`src/hdl/imh_pkg.sv`:
```
`timescale 1ns / 1ps
package imh_pkg;
    localparam int CAPACITY = 1024;
    localparam int AW = $clog2(CAPACITY);
    localparam int CW = AW + 1;

    localparam logic [1:0] CMD_INSERT   = 2'd0;
    localparam logic [1:0] CMD_EXTRACT  = 2'd1;
    localparam logic [1:0] CMD_DECREASE = 2'd2;
    localparam logic [1:0] CMD_UNUSED   = 2'd3;

    localparam logic [1:0] ST_OK     = 2'd0;
    localparam logic [1:0] ST_FULL   = 2'd1;
    localparam logic [1:0] ST_EMPTY  = 2'd2;
    localparam logic [1:0] ST_ABSENT = 2'd3;

    typedef enum logic [4:0] {
        S_IDLE,
        S_INS,
        S_EXT0,
        S_EXT1,
        S_DEC0,
        S_DEC1,
        S_DEC2,
        S_UP0,
        S_UP1,
        S_UP2,
        S_UP3,
        S_DN0,
        S_DN1,
        S_DN2,
        S_DN3,
        S_DN4,
        S_SWAP,
        S_FIN0,
        S_FIN1,
        S_FIN2,
        S_OUT
    } state_t;

    typedef enum logic [4:0] {
        OP_NONE,
        OP_INSERT,
        OP_EXT_READ_LAST,
        OP_EXT_ROOT,
        OP_DEC_READ_POS,
        OP_DEC_READ_KEY,
        OP_DEC_WRITE_KEY,
        OP_UP_READ_PARENT,
        OP_UP_READ_PKEY,
        OP_UP_COMPARE,
        OP_DN_READ_LEFT,
        OP_DN_READ_LKEY,
        OP_DN_READ_RIGHT,
        OP_DN_READ_RKEY,
        OP_DN_COMPARE,
        OP_SWAP,
        OP_FIN_READ_ROOT,
        OP_FIN_READ_KEY,
        OP_FIN_LATCH,
        OP_SET_STATUS
    } op_t;

    typedef struct packed {
        op_t        op;
        logic [1:0] status;
    } dp_cmd_t;

    typedef struct packed {
        logic up_move;
        logic dn_has_left;
        logic dn_has_right;
        logic dn_move;
        logic dn_move_pair;
        logic full;
        logic empty;
        logic absent;
    } dp_stat_t;
endpackage

```
`src/hdl/imh_control.sv`:
```
`timescale 1ns / 1ps
module imh_control
    import imh_pkg::*;
(
    input  logic     clk,
    input  logic     rst_n,
    input  logic     req_valid,
    input  logic [1:0] command,
    output logic     req_ready,
    output logic     rsp_valid,
    input  logic     rsp_ready,
    output logic     load,
    output dp_cmd_t  cmd,
    input  dp_stat_t stat
);
    state_t state_reg, state_next;
    logic dec_up_reg, dec_up_next;
    logic dn_cmp_reg, up_mode_reg, dn_go;

    always_ff @(posedge clk or negedge rst_n)
    begin
        if (!rst_n)
        begin
            state_reg <= S_IDLE;
            dec_up_reg <= 1'b0;
        end
        else
        begin
            state_reg <= state_next;
            dec_up_reg <= dec_up_next;
        end
    end

    // sequence one request; the root of the heap is read at the end
    always_comb
    begin
        state_next = state_reg;
        dec_up_next = dec_up_reg;
        cmd.op = OP_NONE;
        cmd.status = ST_OK;
        req_ready = 1'b0;
        rsp_valid = 1'b0;
        load = 1'b0;
        unique case (state_reg)
            S_IDLE:
            begin
                req_ready = 1'b1;
                if (req_valid)
                begin
                    load = 1'b1;
                    unique case (command)
                        CMD_INSERT: state_next = S_INS;
                        CMD_EXTRACT: state_next = S_EXT0;
                        CMD_DECREASE: state_next = S_DEC0;
                        default: state_next = S_FIN0;
                    endcase
                end
            end
            S_INS:
            begin
                if (stat.full)
                begin
                    cmd.op = OP_SET_STATUS; cmd.status = ST_FULL;
                    state_next = S_FIN0;
                end
                else
                begin
                    cmd.op = OP_INSERT;
                    dec_up_next = 1'b0;
                    state_next = S_UP0;
                end
            end
            S_EXT0:
            begin
                if (stat.empty)
                begin
                    cmd.op = OP_SET_STATUS; cmd.status = ST_EMPTY;
                    state_next = S_FIN0;
                end
                else
                begin
                    cmd.op = OP_EXT_READ_LAST;
                    state_next = S_EXT1;
                end
            end
            S_EXT1:
            begin
                cmd.op = OP_EXT_ROOT;
                state_next = S_DN0;
            end
            S_DEC0:
            begin
                if (stat.absent)
                begin
                    cmd.op = OP_SET_STATUS; cmd.status = ST_ABSENT;
                    state_next = S_FIN0;
                end
                else
                begin
                    cmd.op = OP_DEC_READ_POS;
                    state_next = S_DEC1;
                end
            end
            S_DEC1:
            begin
                cmd.op = OP_DEC_READ_KEY;
                state_next = S_DEC2;
            end
            S_DEC2:
            begin
                cmd.op = OP_DEC_WRITE_KEY;
                dec_up_next = 1'b1;
                state_next = S_UP0;
            end
            S_UP0:
            begin
                cmd.op = OP_UP_READ_PARENT;
                state_next = S_UP1;
            end
            S_UP1:
            begin
                cmd.op = OP_UP_READ_PKEY;
                state_next = S_UP2;
            end
            S_UP2:
            begin
                cmd.op = OP_UP_COMPARE;
                state_next = S_UP3;
            end
            S_UP3:
            begin
                if (stat.up_move)
                    state_next = S_SWAP;
                else if (dec_up_reg)
                begin
                    dec_up_next = 1'b0;
                    state_next = S_DN0;
                end
                else
                    state_next = S_FIN0;
            end
            S_DN0:
            begin
                if (stat.dn_has_left)
                begin
                    cmd.op = OP_DN_READ_LEFT;
                    state_next = S_DN1;
                end
                else
                    state_next = S_FIN0;
            end
            S_DN1:
            begin
                cmd.op = OP_DN_READ_LKEY;
                state_next = S_DN2;
            end
            S_DN2:
            begin
                cmd.op = OP_DN_READ_RIGHT;
                state_next = stat.dn_has_right ? S_DN3 : S_DN4;
            end
            S_DN3:
            begin
                cmd.op = OP_DN_READ_RKEY;
                state_next = S_DN4;
            end
            S_DN4:
            begin
                if (state_reg == S_DN4 && dn_cmp_reg)
                    cmd.op = OP_DN_COMPARE;
                state_next = S_SWAP;
                if (!dn_go)
                    state_next = S_FIN0;
            end
            S_SWAP:
            begin
                cmd.op = OP_SWAP;
                state_next = (up_mode_reg) ? S_UP0 : S_DN0;
            end
            S_FIN0:
            begin
                cmd.op = OP_FIN_READ_ROOT;
                state_next = S_FIN1;
            end
            S_FIN1:
            begin
                cmd.op = OP_FIN_READ_KEY;
                state_next = S_FIN2;
            end
            S_FIN2:
            begin
                cmd.op = OP_FIN_LATCH;
                state_next = S_OUT;
            end
            S_OUT:
            begin
                rsp_valid = 1'b1;
                if (rsp_ready)
                    state_next = S_IDLE;
            end
            default: state_next = S_IDLE;
        endcase
    end

    // down step: compare picks right child only if one was read
    always_ff @(posedge clk or negedge rst_n)
    begin
        if (!rst_n)
        begin
            dn_cmp_reg <= 1'b0;
            up_mode_reg <= 1'b0;
        end
        else
        begin
            if (state_reg == S_DN2)
                dn_cmp_reg <= stat.dn_has_right;
            if (state_reg == S_UP0)
                up_mode_reg <= 1'b1;
            if (state_reg == S_DN0)
                up_mode_reg <= 1'b0;
        end
    end
    assign dn_go = dn_cmp_reg ? stat.dn_move_pair : stat.dn_move;
endmodule

```
`config.mk`:
```
export PLATFORM = sky130hd
export DESIGN_NAME = imh_control
export DESIGN_NICKNAME = d
export VERILOG_FILES = /design/src/hdl/imh_pkg.sv /design/src/hdl/imh_control.sv
export SDC_FILE = /design/constraint.sdc
export NUM_CORES = 1
export LEC_CHECK = 0
export ABC_AREA = 1
export BUFFER_PORTS_ARGS = -buffer_cell sky130_fd_sc_hd__buf_4
export CAP_MARGIN = 15
export CORE_MARGIN = 2
export CORE_UTILIZATION = 30
export DETAILED_ROUTE_END_ITERATION = 6
export PLACE_DENSITY = 0.51
export SYNTH_ARGS = -nofsm -noshare
export SYNTH_HDL_FRONTEND = slang
export SYNTH_SLANG_ARGS = --single-unit
```
`constraint.sdc`:
```
create_clock -name clk -period 1.58 [get_ports clk]
set_input_delay 0.079 -clock clk [delete_from_list [all_inputs] [get_ports clk]]
set_output_delay 0.079 -clock clk [all_outputs]
set_load 0.005 [all_outputs]
```
==> metrics, run 1 <==
status finished with violations; failing checks setup timing; WL/cell 13.4 um; Yosys top cell area share a little under a quarter; gr ovfl total 0; synth top area cells nand2_1 (23%), dfrtp_1 (22%), nand3_1 (11%), nor2_1 (9.5%), inv_1 (7.8%); antenna viol nets, final 0; type of the tightest min-delay check primary input to flip-flop; CP Max Fanout 7; die area 3490 um^2; Worst Tran Pin Value 0.249 ns; clock sink total 8; Max Slew Vio Count 0; Synth cell types 21; vias in the first global route 1105; Clock Skews roughly 0.0091 ns; Pre-Repair DR Iteration Count 4; slowest stage delay, CP 0.47 ns; Seq pwr share about 18%; met3 Use GR approximately 4%; final worst slack -0.0662 ns; clock slew at reported path FFs 0.06 ns; routing usage on met1 a little under a quarter; # DRC 0; FP Rows 19; routing usage on met2 roughly a third; Worst Setup Start Kind flip-flop; P_leak 0.819 nW; syn avg cell area ~5.7 um^2; Switch Pwr 1.29 mW; final WL 3.15 mm; pwr dens 1810 nW/um^2; VDD IR max 729 uV; family with the most delay on the worst path simple AND/OR/NAND/NOR gates; Pint 1.28 mW; CTS Root Cell clkbuf_4; critical path type flip-flop to output pin; Antenna Cells 0; min cycle time layout roughly 1.6 ns; max-cap viol count 0; Port Buffers 23; Tot Pwr 2.57 mW; Longest Clk Path Bufs 2; DR vias 1161; final hold slack 0.112 ns; area delta synth->final 55.4%; largest net degree at the start of global routing 10; register area slightly above 200 um^2; register area share after synthesis between 20% and 30%; Mapped Area just over 900 um^2; Ports 24; final setup vio count 5; Core Region 2830 um^2; H-tree depth 1; Clk Latency, worst-skew pair 0.26 ns; combinational power share 75.8%; Largest register FFs 5; Worst Path Buf+Inv 2; Multi-input gate area 719 um^2; Rel. slew slack between 80% and 90%; Data arrival, critical path 1.57 ns; chip height 59.1 um; CTS buffer count 3; critical-path cell list buf_4 > nand3_4 > nor2_2 > nand2_1 > nand3_1 > nor2_1 > nand3_1 > buf_4; antenna violations before repair 0; number of fill cells 297; RD Place Congestion 0.948; GRT Max-Usage Layer met2; net count reported at finish 223; cell taking the most area after synthesis nand2_1; Critical Path End Type output pin; Yosys warning count 0; Post-Synthesis Cells 160; 1st-iter DRT viols 46; starting density of the core roughly a third; f_max 607 MHz; first-pass GRT wire length 4.87 mm; TritonCTS clock tree yes; vias per std cell 4.94; RSZ-0062 raised after global routing true; Die Span X 59.1 um; final hold violations 0; share of cells above drive strength 1 41.2%; Synth Register Bits 8; GRT Total Usage 18.9%; required time worst endpoint 1.50 ns; clock group share of total power 6.5%; Net Sw Frac about half; placed wire-length estimate 2.37 mm; Critical Path Slowest Stage Cell dfrtp_2; fin crit share 104%; post-synthesis net count 177
==> power groups by stage <==
stage	sequential (mW)	clock, mW	combinational [mW]
2_1_floorplan	0.402	0	0.925
5_1_grt	0.471	0.180	2.14
6_report	0.455	0.166	1.94
3_3_place_gp	0.426	0	1.43
4_1_cts	0.443	0.170	1.61
3_5_place_dp	0.429	0	1.42
==> metal layers <==
layer | vias up | wire (um)
met5 | - | 0
met4 | 0 | 110
met3 | 13 | 172
met2 | 47 | 1550
met1 | 511 | 1320
li1 | 590 | -
==> what timing repair did <==
action	4_1_cts	5_1_grt
gates resized for setup	15	25
hold buffers	1	0
pin swaps	5	8
setup endpoints to repair	7	9
cloned	0	0
buffers inserted	7	8
hold endpoints to repair	8	0
==> synth_stat cells <==
cell type / instances
nor2_2: 4
o21a_1: 1
dfrtp_1: 8
o21ai_2: 1
ha_1: 3
nand2_2: 1
nor2_4: 2
nand2_1: 56
nor3_2: 1
nand3_1: 20
nor2_1: 23
inv_2: 6
inv_1: 19
nand4_1: 4
o21ai_0: 2
nand3b_1: 4
o2111ai_1: 1
a21oi_1: 1
nor3_1: 1
and3_1: 1
buf_6: 1
==> per-stage QoR <==
| stage | cells | worst slack, ns | instance area, um^2 | TNS, ns | util (%) |
|---|---|---|---|---|---|
| after global placement | 216 | 0.0494 | 1130 | 0 | 40.0 |
| after global routing | 235 | -0.140 | 1410 | -0.880 | 50.0 |
| after floorplan | 160 | 0.233 | 910 | 0 | - |
| after detailed placement | 216 | 0.0647 | 1130 | 0 | 40.0 |
| after CTS | 227 | -0.0222 | 1260 | -0.0813 | 44.7 |
| final | 235 | -0.0662 | 1410 | -0.218 | 50.0 |
==> cells in the final DEF (no fill, tap or decap), types with 2 or more instances in the layout <==
master and instances:
dfrtp_1 4, nor2_4 9, nand2_2 6, o21ai_0 2, inv_1 17, nand4_1 4
ha_1 3, nor2_1 17, nand3_2 4, nand2_4 2, clkbuf_4 3, dfrtp_2 4
inv_2 6, nand2_1 49, nand3b_1 4, inv_4 2, buf_4 38, nor2_2 3
nand3_1 15, buf_6 3
==> worst min-delay path, delay by kind of cell <==
kind                   cells  cell delay, ns
buffers and inverters      2            0.10
AND/OR/NAND/NOR            2            0.16
==> final cells by class <==
type,instances,share of cell area [%]
repair buffers,42,23.3
inverters,25,6.99
well taps,31,2.74
multi-input cells,126,50.9
flip-flops and latches,8,14.5
clock buffers,3,1.59
==> worst paths after layout <==
check                      cells past startpoint  slack [ns]         start            to
setup / recovery                               8       -0.07  state_reg[3]        cmd[3]
hold / removal                                 4        0.11     rsp_ready  state_reg[2]
hold reg to reg                                2        0.51   up_mode_reg   up_mode_reg
max in group asynchronous                      2        1.25         rst_n  state_reg[1]
min in group asynchronous                      2        0.18         rst_n  state_reg[4]
setup reg to reg                               9           0  state_reg[0]  state_reg[2]
==> logic make-up after synthesis <==
logic type / count (synthesis) / share of synthesized area, %
buffers and inverters: 26 / 11.6
AO/OA/AOI/OAI: 6 / 4.40
AND/OR/NAND/NOR: 117 / 57.9
flip-flops: 8 / 22.0
adder cells (fa/ha/maj): 3 / 4.13
Power figures use the tool's default switching activity.
==> run 2, diff against run 1 <==
ABC_AREA = default   (was 1)
==> metrics, run 2 <==
status finished with violations; failing checks setup timing; Die Span X 62.0 um; clock slew at reported path FFs 0.06 ns; Longest Clk Path Bufs 2; ys flop type dfrtp_1; DR vias ~1300; VDD IR max 912 uV; gr ovfl total 0; f_max roughly 570 MHz; Yosys top cell area share 19.8%; synth top area cells dfrtp_1 (20%), nand2_1 (5.6%), a21oi_1 (5.5%), nand2b_1 (4.3%), buf_2 (4.0%); syn avg cell area around 7.5 um^2; most frequent cells in the layout buf_4 (59), buf_6 (15), nand2_1 (13), a21oi_1 (8), nor2_1 (7); cell taking the most area after synthesis dfrtp_1; Mapped Area 1010 um^2; CP Max Fanout 13; min cycle time layout between 1.5 and 2 ns; largest net degree at the start of global routing 14; vias per std cell 5.33; Clock Skews 0.00673 ns; max-cap viol count 0; final WL 3.87 mm; Total Neg Setup Slack -1.07 ns; pwr dens 2010 nW/um^2; chip height 62.0 um; post-synthesis net count about 150; RSZ-0062 raised after global routing true; TritonCTS clock tree yes; slowest stage delay, CP ~0.47 ns; most numerous cell in the Yosys netlist nand2_1; starting density of the core 30.7%; number of fill cells 288; share of cells above drive strength 1 between 50% and 60%; register area share after synthesis 19.8%; CTS buffer count 3; Data arrival, critical path between 1.5 and 2 ns; Critical Path Slowest Stage Cell dfrtp_2; Clk Latency, worst-skew pair 0.27 ns; GRT Total Usage 20.8%; area delta synth->final 83.8%; Pre-Repair DR Iteration Count 4; Max Slew Vio Count 0; Synth cell types 47; Multi-input gate area 875 um^2; commonest cells in the synthesized netlist nand2_1 (15), a21oi_1 (11); Antenna Cells 0; register area 206 um^2; Core Region 3280 um^2; CTS Root Cell clkbuf_4; Port Buffers 23; fin crit share 111%; final setup vio count 10; required time worst endpoint 1.50 ns; Largest register FFs 5; final worst slack -0.177 ns; placed cells ~220; P_leak 0.866 nW; Worst Path Buf+Inv 2; type of the tightest min-delay check primary input to flip-flop; critical path type flip-flop to output pin; family with the most delay on the worst path flip-flops; Critical Path End Type output pin; H-tree depth 1; antenna violations before repair 0; first-pass GRT wire length 5.85 mm; Rel. slew slack 77.3%; clock sink total 8; CP most frequent cell a31oi_1; Post-Synthesis Cells 134; FP Rows 21; Worst Tran Pin Value 0.339 ns; Place WS -0.0761 ns; die area slightly below 4000 um^2; Yosys warning count 0; Post-synth EDFFs 0; RD Place Congestion about 0.86; most common cell after layout, fill and taps aside buf_4; non-filler instance count after layout 249; Synth Register Bits 8; Worst Setup Start Kind flip-flop; Ports 24; net count reported at finish around 220; # DRC 0; placed wire-length estimate 2.58 mm; critical-path cell list buf_12 > nand3b_1 > a31oi_1 > a31oi_1 > o22ai_1 > buf_4; 1st-iter DRT viols between 60 and 70; vias in the first global route between 1000 and 1500; WL/cell 15.5 um; Async S/R FF share, synth 100%; final hold violations 0; antenna viol nets, final 0
## run 2: cell count changes after synthesis, sizes merged, moves of 7 or more
cell / previous run / this run
buf: 1 / 11
nor2: 29 / 9
nand2: 57 / 15
nand2b: 0 / 7
inv: 25 / 8
a21oi: 1 / 11
nand3: 20 / 2
## run 2: path summary, 6_finish.rpt
kind,from,endpoint,slack (ns),depth (start not counted)
worst max register to register,state_reg[0],state_reg[2],-0.03,6
worst min register to register,up_mode_reg,up_mode_reg,0.59,2
min in group asynchronous,rst_n,dec_up_reg,0.16,2
max in group asynchronous,rst_n,state_reg[4],1.27,2
worst max-delay path,state_reg[2],cmd[2],-0.18,6
worst min-delay path,stat[5],dn_cmp_reg,0.05,2
## run 2: layer usage
metal	vias to the layer above	GRT usage, %	share of wire, %
li1	631	-	-
met1	640	26.9	43
met2	48	36.2	50
met3	9	1.45	5.1
met4	0	7.60	2.5
met5	-	0	0
## run 2: power breakdown
| group | total [mW] | switching (mW) | internal [mW] |
|---|---|---|---|
| clock | 0.176 | 0.0874 | 0.0881 |
| sequential | 0.463 | 0.162 | 0.301 |
| combinational | 3.10 | 1.38 | 1.71 |
| total | 3.74 | 1.63 | 2.10 |
## run 2: layout make-up
cell class | instances | share of cell area (%)
multi-input cells | 107 | 47.1
repair buffers | 77 | 35.7
flip-flops and latches | 8 | 11.1
well taps | 46 | 3.10
inverters | 8 | 1.75
clock buffers | 3 | 1.21
## run 2: what timing repair did
item                                   in CTS  in global routing
buffers inserted                           15                  9
pin swaps                                  14                 16
endpoints found under the hold margin       8                  0
setup endpoints to repair                  11                 15
hold buffers                                1                  0
resized for setup                          33                 26
## run 2: cells by family (layout without fill, tap and decap cells)
kind of cell	Yosys count	in the layout	synth area share [%]
AND/OR/NAND/NOR	53	53	29.2
XOR/XNOR	1	1	0.868
adder cells (fa/ha/maj)	3	3	3.72
flip-flops	8	8	19.8
buffers and inverters	19	88	9.54
AO/OA/AOI/OAI	45	45	31.5
multiplexers	5	5	5.33
## run 2: metrics by stage
stage	area (um^2)	utilization, %	hold WS (ns)	power, mW
6_report	1860	56.5	0.0543	3.74
5_1_grt	1860	56.5	0.0694	3.97
4_1_cts	1670	50.9	0.0593	3.22
3_5_place_dp	1400	42.7	-0.0892	2.49
3_3_place_gp	1400	42.7	-0.0877	2.47
2_1_floorplan	1010	-	-0.217	1.62
==> run 3, diff against run 2 <==
CAP_MARGIN = 30   (was 15)
CELL_PAD_IN_SITES_DETAIL_PLACEMENT = 0   (was default)
CELL_PAD_IN_SITES_GLOBAL_PLACEMENT = 1   (was default)
CTS_CLUSTER_DIAMETER = 200   (was default)
PLACE_DENSITY = 0.66   (was 0.51)
==> metrics, run 3 (synthesis results as in run 2) <==
antenna violations before repair 0; fin crit share 110%; vias per std cell between 5 and 6; # DRC 0; clock slew at reported path FFs 0.07 ns; most common cell after layout, fill and taps aside buf_4; CP Max Fanout 6; first-pass GRT wire length 5.97 mm; Critical Path End Type output pin; max-cap viol count 0; Data arrival, critical path 1.66 ns; starting density of the core 30.7%; net count reported at finish 224; type of the tightest min-delay check primary input to flip-flop; pwr dens around 2000 nW/um^2; status finished with violations; Tot Pwr between 3 and 4 mW; Worst Tran Pin Value between 0.3 and 0.4 ns; f_max 574 MHz; vias in the first global route 1260; required time worst endpoint around 1.5 ns; placed wire-length estimate around 2.6 mm; Antenna Cells 0; Clock Skews 0.00425 ns; H-tree depth 1; RD Place Congestion 0.852; final WL 4.11 mm; CTS buffer count 3; clock sink total 8; P_leak 0.855 nW; most frequent cells in the layout buf_4 (60), buf_6 (16), nand2_1 (13), a21oi_1 (9), nor2_1 (8); RSZ-0062 raised after global routing true; share of cells above drive strength 1 between 50% and 60%; Design Area, Final between 1500 and 2000 um^2; Longest Clk Path Bufs 2; final setup vio count 8; chip height roughly 62 um; failing checks setup timing; TritonCTS clock tree yes; area delta synth->final 78.6%; Core Region 3280 um^2; Clk Latency, worst-skew pair about 0.26 ns; final hold violations 0; antenna viol nets, final 0; final worst slack -0.164 ns; 1st-iter DRT viols 93; die area 3850 um^2; Port Buffers 23; Ports 24; WL/cell 16.4 um; FP Rows 21; critical path type flip-flop to output pin; Max Slew Vio Count 0; Die Span X 62.0 um; largest net degree at the start of global routing 13; VDD IR max 1020 uV; CTS Root Cell clkbuf_4; gr ovfl total 0; Largest register FFs 5; Rel. slew slack 77.3%; min cycle time layout 1.74 ns; GRT Total Usage 21.7%; Worst Setup Start Kind flip-flop; Pre-Repair DR Iteration Count 4; DP Area between 1000 and 1500 um^2; DR vias 1351
run 3: cell count changes in the layout (fill, tap and decap cells not counted), sizes merged:
cell and change:
buf +2
run 3: repair_timing:
action / 4_1_cts / 5_1_grt
buffers inserted: 20 / 8
hold buffers: 1 / 0
gates resized for setup: 34 / 21
cloned: 0 / 1
endpoints found under the setup margin: 9 / 14
endpoints found under the hold margin: 8 / 0
pin swaps: 9 / 12
run 3: worst paths after layout:
path,start,end,slack [ns],depth (start not counted)
min in group asynchronous,rst_n,state_reg[3],0.18,2
worst min-delay path,stat[5],dn_cmp_reg,0.06,2
worst min register to register,up_mode_reg,up_mode_reg,0.58,2
max in group asynchronous,rst_n,state_reg[4],1.25,2
worst max-delay path,state_reg[1],cmd[1],-0.16,4
worst max register to register,state_reg[0],state_reg[4],0.01,7
run 3: area by class of cell:
cell class / instances / area (um^2)
clock buffer: 3 / 22.5
sequential: 8 / 206
timing repair buffer: 79 / 666
multi-input combinational: 107 / 818
inverter: 8 / 32.5
tap: 46 / 57.6
fill: 313 / 1480
run 3: layer usage:
| metal | global-route usage [%] | wire length [um] | part of all wire (%) |
|---|---|---|---|
| met1 | 27.2 | 1720 | 42 |
| met2 | 35.3 | 2090 | 51 |
| met3 | 3.93 | 165 | 4.0 |
| met4 | 11.2 | 136 | 3.3 |
| met5 | 0 | 0 | 0 |
run 3: power by group:
group	switching, mW	internal (mW)
combinational	1.36	1.69
sequential	0.142	0.301
clock	0.0905	0.0880
total	1.59	2.08
run 3: through the flow:
step                TNS, ns  cells  hold WS (ns)  worst slack, ns  util, %
CTS                  -0.627    242        0.0511           -0.108     50.5
detailed placement  -0.0149    218       -0.0870          -0.0149     41.7
finish               -0.856    251        0.0554           -0.164     54.9
global placement          0    218       -0.0874           0.0187     41.7
floorplan                 0    134        -0.217            0.156        -
global route          -1.49    251        0.0529           -0.209     54.9
run 3: critical path: stages, from the launching register on:
cell	delay (ns)
dfrtp_2	0.47
buf_6	0.15
nand3b_1	0.21
a2111oi_2	0.39
buf_4	0.17
